==> src/rtl/mwsf_pkg.sv <==
`timescale 1ns / 1ps

package mwsf_pkg;

  localparam int NUM_GAMES = 256;
  localparam int PLAN_DAYS = 365;

  localparam int GAME_W   = 8;
  localparam int RATING_W = 16;
  localparam int WIN_W    = 9;
  localparam int START_W  = 9;
  localparam int SUM_W    = 25;

  localparam logic [WIN_W-1:0] WIN_RESET = WIN_W'(7);

  localparam logic CMD_LOAD = 1'b0;
  localparam logic CMD_DAY  = 1'b1;

  localparam int GAME_AW = (NUM_GAMES > 1) ? $clog2(NUM_GAMES) : 1;
  localparam int SLOT_W  = (PLAN_DAYS > 1) ? $clog2(PLAN_DAYS) : 1;
  localparam int DAY_W   = $clog2(PLAN_DAYS + 1);
  localparam int CW      = ((DAY_W > WIN_W) ? DAY_W : WIN_W) + 1;

  localparam int QDEPTH  = 2;
  localparam int QPTR_W  = (QDEPTH > 1) ? $clog2(QDEPTH) : 1;
  localparam int QCNT_W  = $clog2(QDEPTH + 1);

  typedef struct packed {
    logic                is_day;
    logic                game_ok;
    logic [GAME_AW-1:0]  game_addr;
    logic [RATING_W-1:0] rating;
    logic                last;
    logic                counted;
    logic                has_leave;
    logic                check;
    logic [SLOT_W-1:0]   slot;
    logic [SLOT_W-1:0]   leave_slot;
    logic [START_W-1:0]  start;
  } entry_t;

endpackage

==> src/rtl/mwsf_front.sv <==
`timescale 1ns / 1ps

module mwsf_front (
  input  logic                           clk,
  input  logic                           rst_n,
  input  logic                           in_valid,
  output logic                           in_ready,
  input  logic                           in_cmd,
  input  logic [mwsf_pkg::GAME_W-1:0]    in_game,
  input  logic [mwsf_pkg::RATING_W-1:0]  in_rating,
  input  logic                           in_last,
  input  logic [mwsf_pkg::WIN_W-1:0]     window_days,
  input  logic                           q_ready,
  output logic                           q_push,
  output mwsf_pkg::entry_t               q_entry
);

  logic [mwsf_pkg::DAY_W-1:0] day_r, day_nxt;
  logic [mwsf_pkg::CW-1:0]    dayc;
  logic [mwsf_pkg::CW-1:0]    wc;
  logic                       is_day;
  logic                       counted;

  assign in_ready = q_ready;
  assign q_push   = in_valid && q_ready;
  assign is_day   = (in_cmd == mwsf_pkg::CMD_DAY);
  assign counted  = day_r < mwsf_pkg::DAY_W'(mwsf_pkg::PLAN_DAYS);
  assign dayc     = mwsf_pkg::CW'(day_r) + mwsf_pkg::CW'(1);
  assign wc       = mwsf_pkg::CW'(window_days);

  always_comb begin
    q_entry            = '0;
    q_entry.is_day     = is_day;
    q_entry.game_ok    = 32'(in_game) < 32'(mwsf_pkg::NUM_GAMES);
    q_entry.game_addr  = mwsf_pkg::GAME_AW'(32'(in_game));
    q_entry.rating     = in_rating;
    q_entry.last       = in_last && is_day;
    q_entry.counted    = counted;
    q_entry.has_leave  = (window_days != '0) && (dayc > wc);
    q_entry.check      = (window_days != '0) && (wc <= mwsf_pkg::CW'(mwsf_pkg::PLAN_DAYS))
                         && (dayc >= wc);
    q_entry.slot       = mwsf_pkg::SLOT_W'(day_r);
    q_entry.leave_slot = mwsf_pkg::SLOT_W'(dayc - wc - mwsf_pkg::CW'(1));
    q_entry.start      = mwsf_pkg::START_W'(dayc - wc + mwsf_pkg::CW'(1));
  end

  always_comb begin
    day_nxt = day_r;
    if (q_push && is_day) begin
      if (in_last) begin
        day_nxt = '0;
      end else if (counted) begin
        day_nxt = mwsf_pkg::DAY_W'(dayc);
      end
    end
  end

  always_ff @(posedge clk) begin
    if (!rst_n) begin
      day_r <= '0;
    end else begin
      day_r <= day_nxt;
    end
  end

endmodule

==> config.mk <==
export PLATFORM = sky130hd
export DESIGN_NAME = mwsf_front
export DESIGN_NICKNAME = d
export VERILOG_FILES = /design/src/rtl/mwsf_pkg.sv /design/src/rtl/mwsf_front.sv
export SDC_FILE = /design/constraint.sdc
export NUM_CORES = 1
export LEC_CHECK = 0
export BUFFER_PORTS_ARGS = -buffer_cell sky130_fd_sc_hd__buf_2
export CORE_UTILIZATION = 30
export CTS_CLUSTER_SIZE = 28
export DETAILED_ROUTE_END_ITERATION = 8
export PLACE_DENSITY = 0.7
export SKIP_LAST_GASP = 1
export SYNTH_ARGS = -nofsm -noshare
export SYNTH_HDL_FRONTEND = slang
export SYNTH_SLANG_ARGS = --single-unit
export TNS_END_PERCENT = 10
==> constraint.sdc <==
create_clock -name clk -period 3.7 [get_ports clk]
set_clock_uncertainty 0.15 [all_clocks]
set_input_delay 0.74 -clock clk [delete_from_list [all_inputs] [get_ports clk]]
set_output_delay 0.74 -clock clk [all_outputs]
set_load 0.02 [all_outputs]
Word level (Yosys, flattened, before mapping)
Index checks and enable logic that the tools add are counted.
W data, S select, Z words.

storage, ports and cells
  flip-flop bits (word level) = 9
  latch bits = 0
  bits in writable memories = 0
  ROM bits = 0
  input port bits = 39
  output and inout bits = 59
  logic and storage cells = 20
  memories kept = 0

cells by class
  $add $sub $neg = 4
  multiply operators = 0
  div/mod/pow operators = 0
  magnitude comparators = 4
  equal/unequal tests = 0
  shift operators = 0
  mux-type cells = 2
  bitwise operators = 0
  reductions and logical operators = 9

operators with widths
  kind                    number
  $mux W9                 2
  $add A9 B1 Y10 const B  1
  $ge A10 B9 Y1           1
  $gt A10 B9 Y1           1
  $add A9 B1 Y9 const B   1
  $le A9 B9 Y1 const B    1
  $lt A9 B9 Y1 const B    1
  $reduce_bool A9 Y1      1
  $sub A9 B1 Y9 const B   1
  $sub A9 B9 Y9           1
  $logic_and A1 B1 Y1     6
  $reduce_and A2 Y1       1
  $reduce_bool A2 Y1      1

Longest topological paths before layout
  depth in word-level cells = 3
  mapped depth = 11
  mapped depth without buffers = 11

Least setup slack after synthesis
No wires, ideal clock.

  kind = reg-to-output
  start = register day_r[0] (netlist name)
  end = output port q_entry[16] (netlist name)
  arrival time = 3.104 ns
  data required time = 2.810 ns
  setup slack = -0.294 ns
  stages on the path, launching flop included = 11
  buffers on the path = 0
  cell sequence = dfxtp_1 > ha_1 > nand2_1 > xnor2_1 > ha_1 > a21o_1 > a21o_1 > or3_4 > a21oi_2 > or4b_1 > xnor2_1

RTL lines
  what                    RTL line          text
  start, declared         mwsf_front.sv:18  logic [mwsf_pkg::DAY_W-1:0] day_r, day_nxt;
  start signal, assigned  mwsf_front.sv:62  day_r <= day_nxt;
  end, declared           mwsf_front.sv:15  output mwsf_pkg::entry_t q_entry

==> results.toml <==
[outcome]
status = "finished with violations"
failed_checks = "negative setup slack"

[setup_path]
cp-start-kind = "register"
rrSetupSlack_ns = 1.30
endpoint_kind = "output port"
crit_fanout = 4
rr_worst_depth = 7
critPathArrivalTime_ns = 2.95
crit_required_ns = 2.81
crit_type = "reg2out"

[global_route]
grt_max_degree = 16
groute.layer.met2.usage = 0.272
grt_pass1_vias = 1519
grt-ovfl-total = 0
grtUsageTotal = 0.150
grtUsageMet1 = 0.163
grt_pass1_wl_mm = 6.42
use_met3 = 0.0230
busiest_layer = "met2"
antenna_found_initial = 0

[logic_synthesis]
avgSynthCellArea_um2 = 7.55
syn_nets = 259
synth_ff_type = "dfxtp_1"
synthesis.area_um2 = 1560
ys_ff_latch = 9
postSynth.asyncResetShare = 0
synth_edf_count = 0
synth_warnings = 0
synthCells = 207
seq_area_frac_synth = 0.115
synth_cell_types = 45

[timing]
hold_viol_final = 0
worst_slack_ns = -0.141
timing.final.max_slew_violations = 0
rsz0062_at_grt = "yes"
layout_worst_path_cycle_share = 1.04
setup_viol = 4
fin_crit_ns = 3.84
worst_pin_slew_ns = 1.01
slew_headroom = 0.322
fmaxAchievable_mhz = 260

[floorplanning]
ios = 98
die_w_um = 74.2
start_util = 0.320
die_h_um = 74.2
core_um2 = 4880
dieArea_um2 = 5500
std_cell_rows = 25

[clocking]
postCtsHoldBufs = 0
clk_pin_slew_ns = 0.05
clockRootBuffer = "clkbuf_8"
insertion_delay_ns = 0.24
cts-htree-levels = 1
clkSinkCount = 9
numCtsBuffers = 3
cts_tree = "done"
clockBufferDepth = 2

[placement]
detailed_place_hpwl_mm = 3.28
dpl_worst_slack_ns = -0.161
place_congestion = 0.874
dpl_cell_area_um2 = 1980
io_buffers = 48

[final_layout]
design_area_um2 = 2130
diodes = 0
largest_reg_flops = 9
layout_commonest_cell = "buf_2"
nets = 323
area_growth_pct = 36.2
reg.largest.list = "day_r x9"
layout_common_cells = "46 x buf_2, 43 x buf_4, 18 x inv_1, 11 x xor2_1"
drive_above_1_share = 0.441
max_flop_register = "day_r"

[routing]
ant_nets = 0
route.vias.total = 1637
viasPerCell = 4.86
drc = 0
drt_wl_total_mm = 4.06
avgRoutedWirePerCell_um = 12.1
detail_route.iter0.violations = 48
first_pass_iters = 4

[power]
ir_drop_mv = 0.166
power_density_nw_per_um2 = 196
p_leak_nw = 1.08

[min_path]
hold_depth = 2
min_path_type = "reg2reg"

[run]
drv_cap = 0
[final cells by class]
type / count / area (µm²)
multi-input cells: 148 / 1160
clock buffers: 4 / 45.0
flip-flops and latches: 9 / 194
fillers: 512 / 2750
well taps: 67 / 83.8
inverters: 18 / 67.6
repair buffers: 91 / 576
[per-stage QoR]
stage | setup TNS (ns) | hold slack (ns) | util | cells | total power [W]
2_1_floorplan | 0 | 0.367 | - | 207 | 0.000259
3_3_place_gp | -0.116 | 0.355 | 0.405 | 328 | 0.000293
3_5_place_dp | -0.178 | 0.380 | 0.405 | 328 | 0.000296
4_1_cts | -0.502 | 0.388 | 0.431 | 336 | 0.000419
5_1_grt | -1.53 | 0.404 | 0.436 | 337 | 0.000449
6_report | -0.324 | 0.381 | 0.436 | 337 | 0.000418
[layer usage]
metal | vias up | wire length [µm]
met5 | - | 0
met4 | 0 | 171
met3 | 17 | 196
met2 | 57 | 2010
met1 | 749 | 1680
li1 | 814 | -
[critical path, cell delays in order, from the launching register on]
cell     delay, ns
dfxtp_4       0.37
ha_4          0.14
nand2_2       0.05
xnor2_2       0.13
ha_1          0.34
a21o_1        0.19
a21o_1        0.19
or3_4         0.37
a21oi_2       0.13
or4b_4        0.48
xnor2_2       0.14
buf_4         0.15
[worst paths after layout]
kind         startpoint     endpoint
max            day_r[0]  q_entry[16]
min            day_r[8]     day_r[8]
min reg2reg    day_r[8]     day_r[8]
max reg2reg    day_r[1]     day_r[3]
[repair_timing]
item / 4_1_cts / 5_1_grt
pin swaps: 8 / 2
endpoints found under the hold margin: 0 / 0
endpoints found under the setup margin: 6 / 13
resized for setup: 13 / 4
buffers inserted: 4 / 1
[cells by family after synthesis]
kind of cell,count (synthesis),share of synthesized area
simple gates,67,0.248
buf+inv,50,0.190
compound gates,40,0.183
xor+xnor,25,0.140
fa+ha+maj,13,0.109
flops,9,0.115
mux,2,0.0128
other cells,1,0.00240
[Yosys cell counts (4+ instances only)]
cell	number	area, µm²
a21boi_0	5	37.5
a21o_1	4	30.0
a21oi_1	6	30.0
and2_1	5	31.3
buf_4	29	218
dfxtp_1	9	180
ha_1	12	150
inv_1	18	67.6
nand2_1	11	41.3
nand3_1	6	30.0
nand4_1	5	31.3
nor2_1	7	26.3
nor2b_1	5	31.3
nor3_1	5	25.0
o211ai_1	4	30.0
o21ai_0	9	45.0
xnor2_1	13	114
xor2_1	12	105
[report_power, final]
part           switching, W  internal [W]  leakage, nW
Clock             0.0000411     0.0000753       0.0228
Sequential      0.000000738     0.0000958       0.0759
Combinational      0.000115     0.0000901        0.979
Total              0.000157      0.000261         1.08
Note: power is estimated with default switching activity, not from simulation.
