## config.mk

```make
export PLATFORM = sky130hd
export DESIGN_NAME = mwsf_queue
export DESIGN_NICKNAME = d
export VERILOG_FILES = /design/src/rtl/mwsf_pkg.sv /design/src/rtl/mwsf_queue.sv
export SDC_FILE = /design/constraint.sdc
export NUM_CORES = 1
export LEC_CHECK = 0
export ABC_AREA = 0
export BUFFER_PORTS_ARGS = -buffer_cell sky130_fd_sc_hd__buf_2
export CAP_MARGIN = 20
export CORE_AREA = 3 3 83 144
export CTS_BUF_LIST = sky130_fd_sc_hd__clkbuf_2 sky130_fd_sc_hd__clkbuf_4 sky130_fd_sc_hd__clkbuf_8
export CTS_CLUSTER_SIZE = 16
export DETAILED_ROUTE_END_ITERATION = 12
export DIE_AREA = 0 0 86 147
export GPL_ROUTABILITY_DRIVEN = 0
export GPL_TIMING_DRIVEN = 0
export HOLD_SLACK_MARGIN = 0.06
export PLACE_DENSITY_LB_ADDON = 0.1
export SYNTH_ARGS = -nofsm -noshare
export SYNTH_HDL_FRONTEND = slang
export SYNTH_SLANG_ARGS = --single-unit
```

## constraint.sdc

```tcl
create_clock -name clk -period 4.19 [get_ports clk]
set_clock_uncertainty 0.05 [all_clocks]
set_input_delay 0.419 -clock clk [delete_from_list [all_inputs] [get_ports clk]]
set_output_delay 0.419 -clock clk [all_outputs]
set_load 0.1 [all_outputs]
```

## src/rtl/mwsf_pkg.sv

```systemverilog
`timescale 1ns / 1ps

package mwsf_pkg;

  localparam int NUM_GAMES = 256;
  localparam int PLAN_DAYS = 365;

  localparam int GAME_W   = 8;
  localparam int RATING_W = 16;
  localparam int WIN_W    = 9;
  localparam int START_W  = 9;
  localparam int SUM_W    = 25;

  localparam logic [WIN_W-1:0] WIN_RESET = WIN_W'(7);

  localparam logic CMD_LOAD = 1'b0;
  localparam logic CMD_DAY  = 1'b1;

  localparam int GAME_AW = (NUM_GAMES > 1) ? $clog2(NUM_GAMES) : 1;
  localparam int SLOT_W  = (PLAN_DAYS > 1) ? $clog2(PLAN_DAYS) : 1;
  localparam int DAY_W   = $clog2(PLAN_DAYS + 1);
  localparam int CW      = ((DAY_W > WIN_W) ? DAY_W : WIN_W) + 1;

  localparam int QDEPTH  = 2;
  localparam int QPTR_W  = (QDEPTH > 1) ? $clog2(QDEPTH) : 1;
  localparam int QCNT_W  = $clog2(QDEPTH + 1);

  typedef struct packed {
    logic                is_day;
    logic                game_ok;
    logic [GAME_AW-1:0]  game_addr;
    logic [RATING_W-1:0] rating;
    logic                last;
    logic                counted;
    logic                has_leave;
    logic                check;
    logic [SLOT_W-1:0]   slot;
    logic [SLOT_W-1:0]   leave_slot;
    logic [START_W-1:0]  start;
  } entry_t;

endpackage

```

## src/rtl/mwsf_queue.sv

```systemverilog
`timescale 1ns / 1ps

module mwsf_queue (
  input  logic             clk,
  input  logic             rst_n,
  input  logic             push,
  input  mwsf_pkg::entry_t push_entry,
  output logic             push_ready,
  input  logic             pop,
  output logic             pop_valid,
  output mwsf_pkg::entry_t pop_entry
);

  mwsf_pkg::entry_t              mem_r [mwsf_pkg::QDEPTH];
  logic [mwsf_pkg::QPTR_W-1:0]   wr_ptr_r, wr_ptr_nxt;
  logic [mwsf_pkg::QPTR_W-1:0]   rd_ptr_r, rd_ptr_nxt;
  logic [mwsf_pkg::QCNT_W-1:0]   cnt_r, cnt_nxt;
  logic                          do_pop;

  assign push_ready = cnt_r != mwsf_pkg::QCNT_W'(mwsf_pkg::QDEPTH);
  assign pop_valid  = cnt_r != '0;
  assign pop_entry  = mem_r[rd_ptr_r];
  assign do_pop     = pop && pop_valid;

  always_comb begin
    wr_ptr_nxt = wr_ptr_r;
    rd_ptr_nxt = rd_ptr_r;
    cnt_nxt    = cnt_r;
    if (push) begin
      wr_ptr_nxt = (wr_ptr_r == mwsf_pkg::QPTR_W'(mwsf_pkg::QDEPTH - 1)) ? '0
                   : wr_ptr_r + mwsf_pkg::QPTR_W'(1);
    end
    if (do_pop) begin
      rd_ptr_nxt = (rd_ptr_r == mwsf_pkg::QPTR_W'(mwsf_pkg::QDEPTH - 1)) ? '0
                   : rd_ptr_r + mwsf_pkg::QPTR_W'(1);
    end
    if (push && !do_pop) begin
      cnt_nxt = cnt_r + mwsf_pkg::QCNT_W'(1);
    end else if (do_pop && !push) begin
      cnt_nxt = cnt_r - mwsf_pkg::QCNT_W'(1);
    end
  end

  always_ff @(posedge clk) begin
    if (push) begin
      mem_r[wr_ptr_r] <= push_entry;
    end
  end

  always_ff @(posedge clk) begin
    if (!rst_n) begin
      wr_ptr_r <= '0;
      rd_ptr_r <= '0;
      cnt_r    <= '0;
    end else begin
      wr_ptr_r <= wr_ptr_nxt;
      rd_ptr_r <= rd_ptr_nxt;
      cnt_r    <= cnt_nxt;
    end
  end

endmodule

```

== Yosys cells after proc, flatten, opt, wreduce, memory -nomap -nowiden ==
Memory sizes are Yosys's and may differ from the RTL's. A register that Yosys moved wholly into a read port is not among the register bits.
Cells that the tools add are included.
Word-level totals
  logic and storage cells: 24
  input port bits: 61
  memories: 1
  memory bits (writable): 114
  output and inout bits: 59
  register bits: 4
Memories
  mem_r: words 2, bits a word 57, read ports 1, clocked after Yosys merged registers in 1, write ports 1, line mwsf_queue.sv:14  | mwsf_pkg::entry_t mem_r [mwsf_pkg::QDEPTH];
Operators by class
  add/subtract/negate cells: 4
  reductions and logical operators: 7
  mux-type cells: 8
  equality and inequality tests: 1
Operator list (count)
  $mux 1: 6
  $mux 2: 2
  $reduce_bool 2->1: 2
  $logic_and 1x1->1: 3
  $add 1x1->1 const B: 2
  $add 2x1->2 const B: 1
  $logic_not 1->1: 2
  $ne 2x2->1 const B: 1
  $sub 2x1->2 const B: 1

== Longest topological paths before layout ==
  depth after elaboration: 5
  mapped depth: 5
  gate-level depth less buffers: 5

== Worst setup path before layout ==
Ideal clock, no wire load.
  kind: input port to flip-flop
  start: input port push
  end: memory mem_r[0][0] in the netlist's numbering (enable)
  buffers on the path: 0
  data arrival time: 2.965 ns
  cell stages on the path: 1
  data required time: 3.660 ns
  library setup time: 0.480 ns
  setup slack: 0.695 ns
  cell sequence: nor2b_1
On the way
  cells in the longest elaborated chain, start to end: 2
Ends and longest elaborated chain
  from (decl): line mwsf_queue.sv:6  | input logic push,
  $mux 1: line mwsf_queue.sv:45  | if (push) begin
  $mux 1 (not written as such): line mwsf_queue.sv:46  | mem_r[wr_ptr_r] <= push_entry;
  to (decl): line mwsf_queue.sv:14
Every way passes these cells.

==> flow_metrics.py <==
metrics = {
    "run_status": {
        "status": "completed",
    },
    "worst_setup_path": {
        "crit_path_end_kind": "output port",
        "r2r_cells": 1,
        "crit_arrival_ns": 1.80,
        "setup.worst_path.class": "flip-flop to output port",
        "cp_max_fo": 10,
        "worst_setup_path_start_kind": "flip-flop",
        "crit_chain": "buf_4 > buf_6 > mux2_1 > buf_2",
        "cp_top_family": "buffers and inverters",
        "worstReg2RegEnd": "mem_r[1][25]$_DFFE_PP_",
        "cp_slowest_stage_delay_ns": 0.35,
        "crit_slowest_cell": "dfxtp_1",
        "worstPathRequired_ns": 3.72,
        "r2r_start": "wr_ptr_r$_SDFFE_PN0P_",
        "rrSetupSlack_ns": 2.66,
        "cp_num_buf_inv": 3,
    },
    "power_and_ir_drop": {
        "combPwrFrac_pct": 42.4,
        "ir_worst_vdd_mv": 0.583,
        "clkPwrFrac_pct": 23.4,
        "power_density_mw_per_mm2": 747,
        "p_seq_share_pct": 34.2,
        "p_int_mw": 2.25,
        "p_switching_mw": 1.88,
        "switching_share_pct": 45.5,
        "p_leak_nw": 2.10,
    },
    "layout": {
        "final_cell_mix": "buf_2, edfxtp_1, mux2_1, clkbuf_8, dfxtp_1",
        "drive_gt1_share_pct": 45.7,
        "final_util_pct": 51.1,
        "stdcell_count": 482,
        "area_growth_pct": 27.5,
        "final_nets": 401,
        "antenna_cells": 0,
        "final_common_cell": "buf_2",
    },
    "synth": {
        "ys_seq_elements": 119,
        "yosysSeqAreaShare_pct": 81.2,
        "syn-cell-area_mm2": 0.00434,
        "syn_area_per_cell_um2": 21.8,
        "syn_inst": 199,
        "synthTopCellsByArea": "edfxtp_1, mux2_1, dfxtp_1",
        "synth_cell_types": 18,
        "synth_top_area_share_pct": 78.9,
        "syn_nets": 261,
        "yosysWarnings": 0,
        "yosys.area.top_type": "edfxtp_1",
    },
    "grt": {
        "top_usage_layer": "met2",
        "globalRouteOverflowTotal": 0,
        "grt_use_total_pct": 13.3,
        "grt_start_max_net_pins": 58,
        "grt_pass1_vias": 2587,
        "use_met1_pct": 11.0,
        "use_met2_pct": 25.4,
        "antenna_found_initial": 0,
        "grt_pass1_wl_um": 12400,
        "use_met3_pct": 6.12,
    },
    "timing": {
        "relSlewSlack_pct": 46.5,
        "worstMarginPinSlew_ns": 0.802,
        "setup_violations": 0,
        "hold_viol": 0,
        "finalMaxSlewViolations": 0,
        "max_clock_freq_mhz": 440,
        "min_period_ns": 2.27,
        "grt_setup_unrepaired": "no",
        "timing.final.crit_share_pct": 54.3,
    },
    "min_path": {
        "min_to": "mem_r[0][29]$_DFFE_PP_",
        "min_path_type": "input pin to flip-flop",
        "holdPathStages": 1,
        "min-delay-start": "push_entry[29]",
    },
    "clock_network": {
        "cts_setup_buffers": 0,
        "clock_path_buffers": 2,
        "cts_tree": "built",
        "cts.repair.resized": 0,
        "path_clk_slew_ns": 0.07,
        "cts_htree_levels": 4,
        "hold_buffers": 0,
        "cts_sinks": 119,
        "clk_latency_ns": 0.41,
        "cts_root_buffer": "clkbuf_8",
        "cts_buffers": 17,
    },
    "route": {
        "drc": 0,
        "drt_wl_total_um": 7900,
        "drt-wirelength-per-cell_um": 16.4,
        "vias": 2279,
        "drt_iter0_markers": 83,
        "dr.pass1.iters": 4,
        "avgViaCountPerCell": 4.73,
        "drtAntennaViolNets": 0,
    },
    "die": {
        "io_pins": 120,
        "fp.dieW_um": 86,
        "start_util_pct": 40.1,
        "core_mm2": 0.0108,
        "die_y_um": 147,
        "core.rowCount": 50,
        "dieArea_mm2": 0.0126,
    },
    "job": {
        "cap_violations": 0,
    },
    "placement": {
        "placed_cells": 450,
        "port_buffers": 119,
        "dp_hpwl_um": 5470,
    },
}
[through the flow]
| step | area [um^2] | setup slack [ns] | power (mW) | hold WS, ns | setup TNS [ns] |
|---|---|---|---|---|---|
| after global routing | 5530 | 1.81 | 4.29 | 0.0981 | 0 |
| after floorplan | 4340 | 0.695 | 2.95 | 0.428 | 0 |
| after CTS | 5530 | 1.84 | 4.19 | 0.0994 | 0 |
| after global placement | 5090 | -1.11 | 3.20 | 0.440 | -64.25 |
| final | 5530 | 1.92 | 4.13 | 0.138 | 0 |
| after detailed placement | 5140 | 2.32 | 3.21 | 0.456 | 0 |
[registers in the layout (all words and copies together), names as in the netlist, named ones only]
name	count
cnt_r	2
mem_r	114
rd_ptr_r	1
wr_ptr_r	1
[cell usage after synthesis]
library cell  instances
a21boi_1              1
and2_1                4
buf_2                 2
buf_4                 1
buf_6                 3
dfxtp_1               5
edfxtp_1            114
ha_1                  1
mux2_1               57
nand2b_1              1
nor2b_1               2
o21a_1                1
o21ai_0               1
o21ai_1               1
or2_1                 1
or3_1                 1
xnor2_1               2
xor2_1                1
[kinds of logic (layout without fill, tap and decap cells)]
kind of cell	Yosys count	count (layout)	share of synthesized area (%)
AND/OR/NAND/NOR	9	9	1.30
buffers and inverters	6	159	1.18
XOR/XNOR	3	3	0.606
AO/OA/AOI/OAI	4	4	0.577
flip-flops	119	119	81.2
multiplexers	57	57	14.8
adder cells (fa/ha/maj)	1	1	0.288
[per-layer routing]
| layer | wire [um] | up-vias |
|---|---|---|
| met5 | 0 | - |
| met4 | 121 | 0 |
| met3 | 612 | 8 |
| met2 | 4660 | 83 |
| met1 | 2500 | 1122 |
| li1 | - | 1066 |
[cell type report]
| cell class | instances | area, um^2 |
|---|---|---|
| Multi-Input combinational cell | 74 | 772 |
| Fill cell | 948 | 5290 |
| Tap cell | 130 | 163 |
| Timing Repair Buffer | 121 | 636 |
| Clock inverter | 8 | 72.6 |
| Buffer | 6 | 51.3 |
| Clock buffer | 24 | 312 |
| Sequential cell | 119 | 3520 |
[power by group through the flow]
stage | Sequential [mW] | Clock, mW | Combinational (mW)
2_1_floorplan | 1.44 | 0 | 1.52
3_3_place_gp | 1.44 | 0 | 1.76
3_5_place_dp | 1.44 | 0 | 1.77
4_1_cts | 1.41 | 1.01 | 1.77
5_1_grt | 1.42 | 1.06 | 1.81
6_report | 1.41 | 0.967 | 1.75
[how the worst max path moves through the flow]
| stage | start | end | slack, ns | cells past startpoint |
|---|---|---|---|---|
| 2_1_floorplan | push | mem_r[0][0]$_DFFE_PP_ | 0.69 | 1 |
| 3_3_place_gp | push | mem_r[0][23]$_DFFE_PP_ | -1.11 | 2 |
| 3_5_place_dp | flip-flop | pop_entry[18] | 2.32 | 4 |
| 4_1_cts | flip-flop | pop_entry[18] | 1.84 | 4 |
| 5_1_grt | flip-flop | pop_entry[18] | 1.81 | 4 |
| 6_report | flip-flop | pop_entry[18] | 1.92 | 4 |
No activity file was read; power rests on OpenSTA's default activity.
